## src/sv/border_pad_coordinate_map_macros.svh

```systemverilog
// assertion macros for the border pad coordinate map
`ifndef BORDER_PAD_COORDINATE_MAP_MACROS_SVH
`define BORDER_PAD_COORDINATE_MAP_MACROS_SVH

// same-cycle implication, disabled during reset
`define BPCM_ASSERT_IMPLY(label, clk, rst_n, ante, cons) \
    label: assert property (@(posedge clk) disable iff (!(rst_n)) (ante) |-> (cons)) \
        else $error("bpcm same-cycle check failed");

// next-cycle implication, disabled during reset
`define BPCM_ASSERT_NEXT(label, clk, rst_n, ante, cons) \
    label: assert property (@(posedge clk) disable iff (!(rst_n)) (ante) |=> (cons)) \
        else $error("bpcm next-cycle check failed");

`endif

```

## src/sv/bpcm_pkg.sv

```systemverilog
// shared widths, register indexes and stage types for the border pad coordinate map
package bpcm_pkg;

    localparam int MAX_DIM = 4096;
    localparam int MAX_PAD = 4095;

    localparam int DIM_W  = 13;                 // image size registers
    localparam int PAD_W  = 12;                 // pad registers
    localparam int POS_W  = 14;                 // padded coordinates
    localparam int SRC_W  = 12;                 // source coordinates
    localparam int CFG_W  = 13;                 // widest register
    localparam int IDX_W  = 3;                  // register index
    localparam int CELLS  = SRC_W;              // one restoring step per remainder bit
    localparam int DIV_W  = DIM_W + CELLS - 1;  // size shifted to the top step

    localparam logic [IDX_W-1:0] REG_IMAGE_WIDTH  = 3'd0;
    localparam logic [IDX_W-1:0] REG_IMAGE_HEIGHT = 3'd1;
    localparam logic [IDX_W-1:0] REG_PAD_LEFT     = 3'd2;
    localparam logic [IDX_W-1:0] REG_PAD_RIGHT    = 3'd3;
    localparam logic [IDX_W-1:0] REG_PAD_TOP      = 3'd4;
    localparam logic [IDX_W-1:0] REG_PAD_BOTTOM   = 3'd5;
    localparam logic [IDX_W-1:0] REG_EDGE_MODE    = 3'd6;

    // one axis on its way through the modulo chain
    typedef struct packed {
        logic [SRC_W-1:0] rem;   // partial remainder
        logic [DIV_W-1:0] div;   // divisor aligned to the current step
        logic             neg;   // fold the final remainder up from size
    } axis_t;

    typedef struct packed {
        logic  bad;
        axis_t col;
        axis_t row;
    } item_t;

    // valid and ready between neighboring stages
    typedef struct packed {
        logic valid;
        logic ready;
    } hs_t;

endpackage

```

## src/sv/bpcm_axis_map.sv

```systemverilog
// per-axis front end: folds a padded index into a value for the modulo chain
module bpcm_axis_map (
    input  logic [bpcm_pkg::POS_W-1:0] pos,
    input  logic [bpcm_pkg::PAD_W-1:0] lead,
    input  logic [bpcm_pkg::DIM_W-1:0] size,
    input  logic [bpcm_pkg::PAD_W-1:0] after,
    input  logic                       mirror,
    output bpcm_pkg::axis_t            axis,
    output logic                       bad
);

    logic [bpcm_pkg::POS_W:0]   extent;
    logic [bpcm_pkg::POS_W-1:0] off;
    logic [bpcm_pkg::POS_W-1:0] q2;
    logic [bpcm_pkg::POS_W-1:0] v;
    logic                       neg;

    always_comb begin
        extent = (bpcm_pkg::POS_W+1)'(lead) + (bpcm_pkg::POS_W+1)'(size)
               + (bpcm_pkg::POS_W+1)'(after);
        bad    = {1'b0, pos} >= extent;
        off    = pos - bpcm_pkg::POS_W'(lead);
        q2     = off - bpcm_pkg::POS_W'(size) + bpcm_pkg::POS_W'(2);
        neg    = 1'b0;
        if (pos < bpcm_pkg::POS_W'(lead)) begin
            v = mirror ? (bpcm_pkg::POS_W'(lead) - pos) : '0;
        end else if (off < bpcm_pkg::POS_W'(size)) begin
            v = off;
        end else if (!mirror) begin
            v = bpcm_pkg::POS_W'(size) - bpcm_pkg::POS_W'(1);
        end else if (q2 <= bpcm_pkg::POS_W'(size)) begin
            v = bpcm_pkg::POS_W'(size) - q2;
        end else begin
            // negative reflection: keep the magnitude, fold up at the end
            v   = q2 - bpcm_pkg::POS_W'(size);
            neg = 1'b1;
        end
        axis.rem = v[bpcm_pkg::SRC_W-1:0];
        axis.div = {size, {(bpcm_pkg::CELLS-1){1'b0}}};
        axis.neg = neg;
    end

endmodule

```

## src/sv/bpcm_cell.sv

```systemverilog
// one restoring modulo step for both axes, registered with its own handshake
module bpcm_cell (
    input  logic            aclk,
    input  logic            aresetn,
    input  logic            in_valid,
    input  bpcm_pkg::item_t in_item,
    output logic            in_ready,
    output logic            out_valid,
    output bpcm_pkg::item_t out_item,
    input  logic            out_ready
);

    logic            valid_reg;
    bpcm_pkg::item_t item_reg;
    bpcm_pkg::item_t item_next;

    function automatic bpcm_pkg::axis_t step(input bpcm_pkg::axis_t a);
        bpcm_pkg::axis_t r;
        r = a;
        if (bpcm_pkg::DIV_W'(a.rem) >= a.div) begin
            r.rem = a.rem - a.div[bpcm_pkg::SRC_W-1:0];
        end
        r.div = a.div >> 1;
        return r;
    endfunction

    assign in_ready  = !valid_reg || out_ready;
    assign out_valid = valid_reg;
    assign out_item  = item_reg;

    always_comb begin
        item_next     = in_item;
        item_next.col = step(in_item.col);
        item_next.row = step(in_item.row);
    end

    always_ff @(posedge aclk) begin
        if (!aresetn) begin
            valid_reg <= 1'b0;
        end else if (in_ready) begin
            valid_reg <= in_valid;
        end
    end

    always_ff @(posedge aclk) begin
        if (in_ready && in_valid) begin
            item_reg <= item_next;
        end
    end

endmodule

```

## src/sv/border_pad_coordinate_map.sv

```systemverilog
// top level of the border pad coordinate map: config, front stage, cell chain, output stage
//
//  channel   direction  signals                          moves
//  s_        in         s_valid s_ready s_out_col/row    one padded position per request
//  m_        out        m_valid m_ready m_src_col/row    one source position per request
//  cfg_      in         cfg_wr_en cfg_index cfg_wdata    one register write per cycle
//
//  throughput one request per cycle unless m_ready stalls the output; a request passes the
//  front stage, 12 modulo cells (a restoring step per source-coordinate bit), output stage
//  every stage has its own valid and a local ready, so bubbles close up under stalls
//  and a new request is taken while a finished result waits at the output
//  reset (aresetn low, synchronous) empties all stages and loads the register defaults
module border_pad_coordinate_map (
    input  logic                          aclk,
    input  logic                          aresetn,
    // configuration
    input  logic                          cfg_wr_en,
    input  logic [bpcm_pkg::IDX_W-1:0]    cfg_index,
    input  logic [bpcm_pkg::CFG_W-1:0]    cfg_wdata,
    // input requests
    input  logic                          s_valid,
    output logic                          s_ready,
    input  logic [bpcm_pkg::POS_W-1:0]    s_out_col,
    input  logic [bpcm_pkg::POS_W-1:0]    s_out_row,
    // result requests
    output logic                          m_valid,
    input  logic                          m_ready,
    output logic [bpcm_pkg::SRC_W-1:0]    m_src_col,
    output logic [bpcm_pkg::SRC_W-1:0]    m_src_row,
    output logic                          m_out_of_range
);

    `include "border_pad_coordinate_map_macros.svh"

    // configuration registers
    logic [bpcm_pkg::DIM_W-1:0] image_width_reg;
    logic [bpcm_pkg::DIM_W-1:0] image_height_reg;
    logic [bpcm_pkg::PAD_W-1:0] pad_left_reg;
    logic [bpcm_pkg::PAD_W-1:0] pad_right_reg;
    logic [bpcm_pkg::PAD_W-1:0] pad_top_reg;
    logic [bpcm_pkg::PAD_W-1:0] pad_bottom_reg;
    logic                       edge_mode_reg;

    always_ff @(posedge aclk) begin
        if (!aresetn) begin
            image_width_reg  <= bpcm_pkg::DIM_W'(1);
            image_height_reg <= bpcm_pkg::DIM_W'(1);
            pad_left_reg     <= '0;
            pad_right_reg    <= '0;
            pad_top_reg      <= '0;
            pad_bottom_reg   <= '0;
            edge_mode_reg    <= 1'b0;
        end else if (cfg_wr_en) begin
            unique case (cfg_index)
                bpcm_pkg::REG_IMAGE_WIDTH:  image_width_reg  <= cfg_wdata;
                bpcm_pkg::REG_IMAGE_HEIGHT: image_height_reg <= cfg_wdata;
                bpcm_pkg::REG_PAD_LEFT:     pad_left_reg     <= cfg_wdata[bpcm_pkg::PAD_W-1:0];
                bpcm_pkg::REG_PAD_RIGHT:    pad_right_reg    <= cfg_wdata[bpcm_pkg::PAD_W-1:0];
                bpcm_pkg::REG_PAD_TOP:      pad_top_reg      <= cfg_wdata[bpcm_pkg::PAD_W-1:0];
                bpcm_pkg::REG_PAD_BOTTOM:   pad_bottom_reg   <= cfg_wdata[bpcm_pkg::PAD_W-1:0];
                bpcm_pkg::REG_EDGE_MODE:    edge_mode_reg    <= cfg_wdata[0];
                default: ;  // unused index, write dropped
            endcase
        end
    end

    // sizes of zero count as one, sizes past the limit saturate
    // (pads are 12 bits and so can never exceed the pad limit)
    function automatic logic [bpcm_pkg::DIM_W-1:0] clamp_size(
        input logic [bpcm_pkg::DIM_W-1:0] s
    );
        logic [bpcm_pkg::DIM_W-1:0] r;
        r = s;
        if (s == '0) begin
            r = bpcm_pkg::DIM_W'(1);
        end else if (s > bpcm_pkg::DIM_W'(bpcm_pkg::MAX_DIM)) begin
            r = bpcm_pkg::DIM_W'(bpcm_pkg::MAX_DIM);
        end
        return r;
    endfunction

    logic [bpcm_pkg::DIM_W-1:0] width_eff;
    logic [bpcm_pkg::DIM_W-1:0] height_eff;

    assign width_eff  = clamp_size(image_width_reg);
    assign height_eff = clamp_size(image_height_reg);

    // front stage: per-axis fold straight from the request ports
    bpcm_pkg::axis_t col_front;
    bpcm_pkg::axis_t row_front;
    logic            col_bad;
    logic            row_bad;

    bpcm_axis_map u_map_col (
        .pos    (s_out_col),
        .lead   (pad_left_reg),
        .size   (width_eff),
        .after  (pad_right_reg),
        .mirror (edge_mode_reg),
        .axis   (col_front),
        .bad    (col_bad)
    );

    bpcm_axis_map u_map_row (
        .pos    (s_out_row),
        .lead   (pad_top_reg),
        .size   (height_eff),
        .after  (pad_bottom_reg),
        .mirror (edge_mode_reg),
        .axis   (row_front),
        .bad    (row_bad)
    );

    logic            st0_valid_reg;
    bpcm_pkg::item_t st0_item_reg;
    bpcm_pkg::hs_t   chain_hs [bpcm_pkg::CELLS+1];
    bpcm_pkg::item_t chain_item [bpcm_pkg::CELLS+1];

    assign s_ready          = !st0_valid_reg || chain_hs[0].ready;
    assign chain_hs[0].valid = st0_valid_reg;
    assign chain_item[0]     = st0_item_reg;

    always_ff @(posedge aclk) begin
        if (!aresetn) begin
            st0_valid_reg <= 1'b0;
        end else if (s_ready) begin
            st0_valid_reg <= s_valid;
        end
    end

    always_ff @(posedge aclk) begin
        if (s_ready && s_valid) begin
            st0_item_reg.bad <= col_bad || row_bad;
            st0_item_reg.col <= col_front;
            st0_item_reg.row <= row_front;
        end
    end

    // modulo chain: each cell takes one quotient bit off both remainders
    for (genvar i = 0; i < bpcm_pkg::CELLS; i++) begin : g_cell
        bpcm_cell u_cell (
            .aclk      (aclk),
            .aresetn   (aresetn),
            .in_valid  (chain_hs[i].valid),
            .in_item   (chain_item[i]),
            .in_ready  (chain_hs[i].ready),
            .out_valid (chain_hs[i+1].valid),
            .out_item  (chain_item[i+1]),
            .out_ready (chain_hs[i+1].ready)
        );
    end

    // output stage: undo the negative fold and zero out-of-range results
    logic                       out_valid_reg;
    logic [bpcm_pkg::SRC_W-1:0] src_col_reg;
    logic [bpcm_pkg::SRC_W-1:0] src_row_reg;
    logic                       out_of_range_reg;
    logic [bpcm_pkg::SRC_W-1:0] src_col_next;
    logic [bpcm_pkg::SRC_W-1:0] src_row_next;
    bpcm_pkg::item_t            tail;

    function automatic logic [bpcm_pkg::SRC_W-1:0] finish(
        input bpcm_pkg::axis_t            a,
        input logic [bpcm_pkg::DIM_W-1:0] size
    );
        logic [bpcm_pkg::SRC_W-1:0] r;
        r = a.rem;
        if (a.neg && a.rem != '0) begin
            r = bpcm_pkg::SRC_W'(size - bpcm_pkg::DIM_W'(a.rem));
        end
        return r;
    endfunction

    assign tail                          = chain_item[bpcm_pkg::CELLS];
    assign chain_hs[bpcm_pkg::CELLS].ready = !out_valid_reg || m_ready;

    always_comb begin
        src_col_next = tail.bad ? '0 : finish(tail.col, width_eff);
        src_row_next = tail.bad ? '0 : finish(tail.row, height_eff);
    end

    always_ff @(posedge aclk) begin
        if (!aresetn) begin
            out_valid_reg <= 1'b0;
        end else if (chain_hs[bpcm_pkg::CELLS].ready) begin
            out_valid_reg <= chain_hs[bpcm_pkg::CELLS].valid;
        end
    end

    always_ff @(posedge aclk) begin
        if (chain_hs[bpcm_pkg::CELLS].ready && chain_hs[bpcm_pkg::CELLS].valid) begin
            src_col_reg      <= src_col_next;
            src_row_reg      <= src_row_next;
            out_of_range_reg <= tail.bad;
        end
    end

    assign m_valid        = out_valid_reg;
    assign m_src_col      = src_col_reg;
    assign m_src_row      = src_row_reg;
    assign m_out_of_range = out_of_range_reg;

    // an out-of-range result carries zero coordinates
    `BPCM_ASSERT_IMPLY(a_bad_zero, aclk, aresetn, m_valid && m_out_of_range,
        m_src_col == '0 && m_src_row == '0)
    // an in-range result always lands inside the source image
    `BPCM_ASSERT_IMPLY(a_in_image, aclk, aresetn, m_valid && !m_out_of_range,
        bpcm_pkg::DIM_W'(m_src_col) < width_eff && bpcm_pkg::DIM_W'(m_src_row) < height_eff)
    // the negative fold only arises in mirror mode
    `BPCM_ASSERT_IMPLY(a_neg_mirror, aclk, aresetn,
        st0_valid_reg && (st0_item_reg.col.neg || st0_item_reg.row.neg), edge_mode_reg)
    // an accepted request always occupies the front stage next cycle
    `BPCM_ASSERT_NEXT(a_front_fill, aclk, aresetn, s_valid && s_ready, st0_valid_reg)

endmodule
```

## config.mk

```make
export PLATFORM = sky130hd
export DESIGN_NAME = border_pad_coordinate_map
export DESIGN_NICKNAME = d
export VERILOG_FILES = /design/src/sv/bpcm_pkg.sv /design/src/sv/bpcm_axis_map.sv /design/src/sv/bpcm_cell.sv /design/src/sv/border_pad_coordinate_map.sv
export VERILOG_INCLUDE_DIRS = /design/src /design/src/sv
export SDC_FILE = /design/constraint.sdc
export NUM_CORES = 2
export LEC_CHECK = 0
export BUFFER_PORTS_ARGS = -buffer_cell sky130_fd_sc_hd__buf_2
export CAP_MARGIN = 20
export CORE_ASPECT_RATIO = 0.6
export CORE_MARGIN = 10
export CORE_UTILIZATION = 62
export CTS_CLUSTER_DIAMETER = 30
export DETAILED_ROUTE_END_ITERATION = 8
export PLACE_DENSITY_LB_ADDON = 0.25
export SETUP_SLACK_MARGIN = 0.15
export SYNTH_ARGS = -nofsm -noshare
export SYNTH_HDL_FRONTEND = slang
export SYNTH_SLANG_ARGS = --single-unit
```

## constraint.sdc

```tcl
create_clock -name aclk -period 7.85 [get_ports aclk]
set_clock_uncertainty 0.1 [all_clocks]
set_input_delay 0.785 -clock aclk [delete_from_list [all_inputs] [get_ports aclk]]
set_output_delay 0.785 -clock aclk [all_outputs]
set_load 0.005 [all_outputs]
```

==> metrics.md <==
| Metric | Value |
|---|---|
| Slew @ Worst Pin | 0.9728 ns |
| CTS buffer count | 98 |
| Top post-synthesis cells by area | edfxtp_1 (46%), ha_1 (11%), dfxtp_1 (4.0%) |
| WL per Instance | 21.30 µm |
| Synth Cell Area | 44,440 µm² |
| Setup repair after global routing missed its margin | no |
| Synth async-reset ratio | 0% |
| Largest net degree at the start of global routing | 90 |
| Initial DRC count | 3,291 |
| Post-synth EDFFs | 688 |
| Initial antenna violation count | 4 |
| Syn. warnings | 0 |
| Largest area contributor in the netlist | edfxtp_1 |
| R2R depth | 26 |
| CTS clock-pin slew for the worst setup and hold paths | 0.06 ns |
| Synth Area per Inst | 11.23 µm² |
| Total global-route track usage | 26.18% |
| Yosys cell types | 98 |
| P per Cell Area | 225.7 nW/µm² |
| Internal power | 8130 µW |
| Slew Viols, Final | 0 |
| Type of the worst min-delay path | reg -> reg |
| Crit path kind | reg -> reg |
| Antenna Nets Post-Route | 0 |
| CP Data Required Time | 8.16 ns |
| DR vias/cell | 5.979 |
| Hold Startpoint | g_cell[4].u_cell.out_item[74]$_DFFE_PP_ |
| CP Max Fanout | 15 |
| CP startpoint kind | flop |
| Chip Height | 227.4 µm |
| Resize count post-CTS | 0 |
| CTS Hold Bufs | 0 |
| R2R Path End | chain_item[973]$_DFFE_PP_ |
| Worst VDD drop | 0.1678 mV |
| Core Region | 70,470 µm² |
| Layout area overhead | 11.70% |
| First-pass detailed-route iteration total | 5 |
| Synth Flop Type | edfxtp_1 |
| Vias in the first global route | 29,750 |
| Vias | 30,770 |
| Setup TNS | 0 ns |
| Relative slew slack | 33.47% |
| Final wirelength | 109.6 mm |
| Power share of the sequential group | 40.9% |
| Die Wd | 365.6 µm |
| Hold Vio Cnt, Final | 0 |
| Sequential area share after synthesis | 50.50% |
| Switching power | 3074 µW |
| Total number of H-tree levels | 3 |
| Clock Path Buffers | 3 |
| Syn Nets | 4,455 |
| Hold Path Depth | 0 |
| Switching share of power | 27.44% |
| Final Cycle Share | 86.43% |
| Share of the synthesized area in the top cell type | 46.49% |
| Tmin final | 6.785 ns |
| Starting Density | 63.05% |
| # DRC | 0 |
| Gate power share | 16.5% |
| Share of cells above drive strength 1 | 10.50% |
| CTS root buffer | clkbuf_16 |
| Post-CTS Setup Repair Bufs | 0 |
| Gate Count Post-Synth | 3,958 |
| Status | completed |
| Layout Nets | 4,593 |
| Fmax achieved | 147.4 MHz |
| Max-Cap Viols | 0 |
| Critical Path AT | 7.10 ns |
| Clk_lat worst skew | 0.68 ns |
| Slack of the critical path | 1.065 ns |
| Flop-to-flop setup slack | 1.07 ns |
| Number of flip-flops under the largest register name | 610 |
| CTS tree | yes |
| # rows | 75 |
| Pre-CTS worst setup slack | 0.7742 ns |
| Total gr overflow | 0 |
| Clk sink count | 777 |
| GPL Wtd Cong | 0.9787 |
| Clk network pwr share | 42.6% |
| Port bufs | 75 |
| Dpl hpwl | 81.06 mm |
| Lkg Pwr | 0.01983 µW |
| Setup violations, final | 0 |
| First-pass GRT wire length | 169.7 mm |
| Crit. End Element | flop |
| DIE AREA | 83,130 µm² |
| Boundary Pins | 76 |
| WHS | 0.2973 ns |
| Synthesized flop and latch total | 777 |
| FF-to-FF Start | pad_left_reg[1]$_SDFFE_PN0P_ |
| Worst hold endpoint | g_cell[5].u_cell.out_item[74]$_DFFE_PP_ |
## cells in the mapped netlist, types with 30 or more instances
| cell | count |
|---|---|
| edfxtp_1 | 688 |
| inv_1 | 420 |
| ha_1 | 400 |
| nand2_1 | 344 |
| nor2_1 | 224 |
| a21oi_1 | 211 |
| o21ai_0 | 158 |
| xnor2_1 | 123 |
| a21boi_0 | 114 |
| mux2_2 | 102 |
| dfxtp_1 | 89 |
| nor2b_1 | 87 |
| xor2_1 | 82 |
| nand3_1 | 68 |
| nor3_1 | 65 |
| a21o_1 | 64 |
| clkbuf_1 | 56 |
| mux2i_1 | 56 |
| nor4_1 | 54 |
| nand2b_1 | 53 |
| fa_1 | 48 |
| o21a_1 | 48 |
| nand4_1 | 30 |
## worst max-delay path by stage
stage	startpoint	endpoint	slack [ns]	cells past startpoint
6_report	pad_left_reg[1]$_SDFFE_PN0P_	chain_item[973]$_DFFE_PP_	1.07	26
2_1_floorplan	m_ready	g_cell[2].u_cell.out_item[0]$_DFFE_PP_	1.62	8
3_5_place_dp	s_out_col[1]	chain_item[973]$_DFFE_PP_	0.77	26
5_1_grt	pad_left_reg[1]$_SDFFE_PN0P_	chain_item[973]$_DFFE_PP_	0.75	26
4_1_cts	pad_left_reg[1]$_SDFFE_PN0P_	chain_item[973]$_DFFE_PP_	1.22	24
3_3_place_gp	s_out_col[1]	chain_item[973]$_DFFE_PP_	0.92	27
## final cells by class
| class | count | area, µm² |
|---|---|---|
| Sequential cell | 777 | 22440 |
| Inverter | 423 | 1588 |
| Antenna cell | 2 | 5.005 |
| Tap cell | 962 | 1204 |
| Clock buffer | 106 | 2514 |
| Timing Repair Buffer | 109 | 630.6 |
| Multi-Input combinational cell | 2687 | 20230 |
| Clock inverter | 80 | 1026 |
| Fill cell | 4919 | 20840 |
## critical path: stages, from the launching register on
cell       delay, ns
dfxtp_1         0.49
inv_1           0.19
fa_1            0.50
a21oi_1         0.23
nor2b_1         0.07
nor2_1          0.16
o21bai_1        0.09
a21oi_1         0.19
xnor2_1         0.17
ha_1            0.24
fa_1            0.49
o21ai_0         0.26
a21oi_1         0.08
nor2_1          0.17
o21bai_1        0.08
a21oi_1         0.18
xnor2_1         0.17
ha_1            0.31
a21o_1          0.19
a21oi_1         0.31
a31oi_2         0.22
nor3_4          0.72
buf_4           0.24
mux2i_1         0.18
o211ai_1        0.14
xor2_1          0.18
o2bb2ai_1       0.14
## power groups by stage
stage | Sequential, µW | Combinational [µW] | Clock, µW
after floorplan | 4650 | 1370 | 0
after global placement | 4660 | 1780 | 0
after detailed placement | 4670 | 1790 | 0
after CTS | 4580 | 1800 | 4820
after global routing | 4580 | 2010 | 4990
final | 4580 | 1850 | 4770
## stage by stage
step	cell area, µm²	utilization [%]	total power, µW	instances
after detailed placement	46080	65.38	6453	4956
after floorplan	44440	-	6012	3958
after global routing	49630	70.43	11590	5144
after global placement	46070	65.37	6446	4955
after CTS	49620	70.40	11200	5142
final	49640	70.43	11200	5146
## logic make-up after synthesis
kind of cell | count (synthesis) | share of synthesized area, %
XOR/XNOR | 205 | 4.041
AND/OR/NAND/NOR | 1051 | 11.63
multiplexers | 159 | 3.880
AO/OA/AOI/OAI | 824 | 12.30
buffers and inverters | 494 | 4.221
adder cells (fa/ha/maj) | 448 | 13.43
flip-flops | 777 | 50.50
## cells in the final DEF, fill, tap and decap left out, types with 14 or more instances in the layout
cell and count:
edfxtp_1 688, nand3_1 68, nor4b_1 17, inv_1 420, xor2_1 82, a31oi_1 23, nand2b_1 53, clkinv_2 14
buf_2 75, mux2_2 102, ha_1 400, a21oi_1 211, o21a_1 48, mux2i_1 56, buf_4 33, o31ai_1 23
dfxtp_1 89, nor3_1 65, a21o_1 64, nor2b_1 79, clkbuf_16 99, a211oi_1 16, o21bai_1 22, fa_1 48
nor2_1 224, nand4_1 30, xnor2_1 123, bufinv_16 14, nand2_1 344, a21boi_0 110, and3_1 15, or3_1 18
o21ai_0 158, nor4_1 54
## layer usage
layer  share of wire (%)  wire [µm]  global-route usage (%)  vias to the layer above
li1                    -          -                       -                    14620
met1                  47      51570                   39.11                    14760
met2                  41      45410                   37.56                     1222
met3                 9.6      10490                   7.224                      160
met4                 1.9       2084                   5.895                        6
met5               0.036         39                       0                        -
Note: power is estimated with default switching activity, not from simulation.
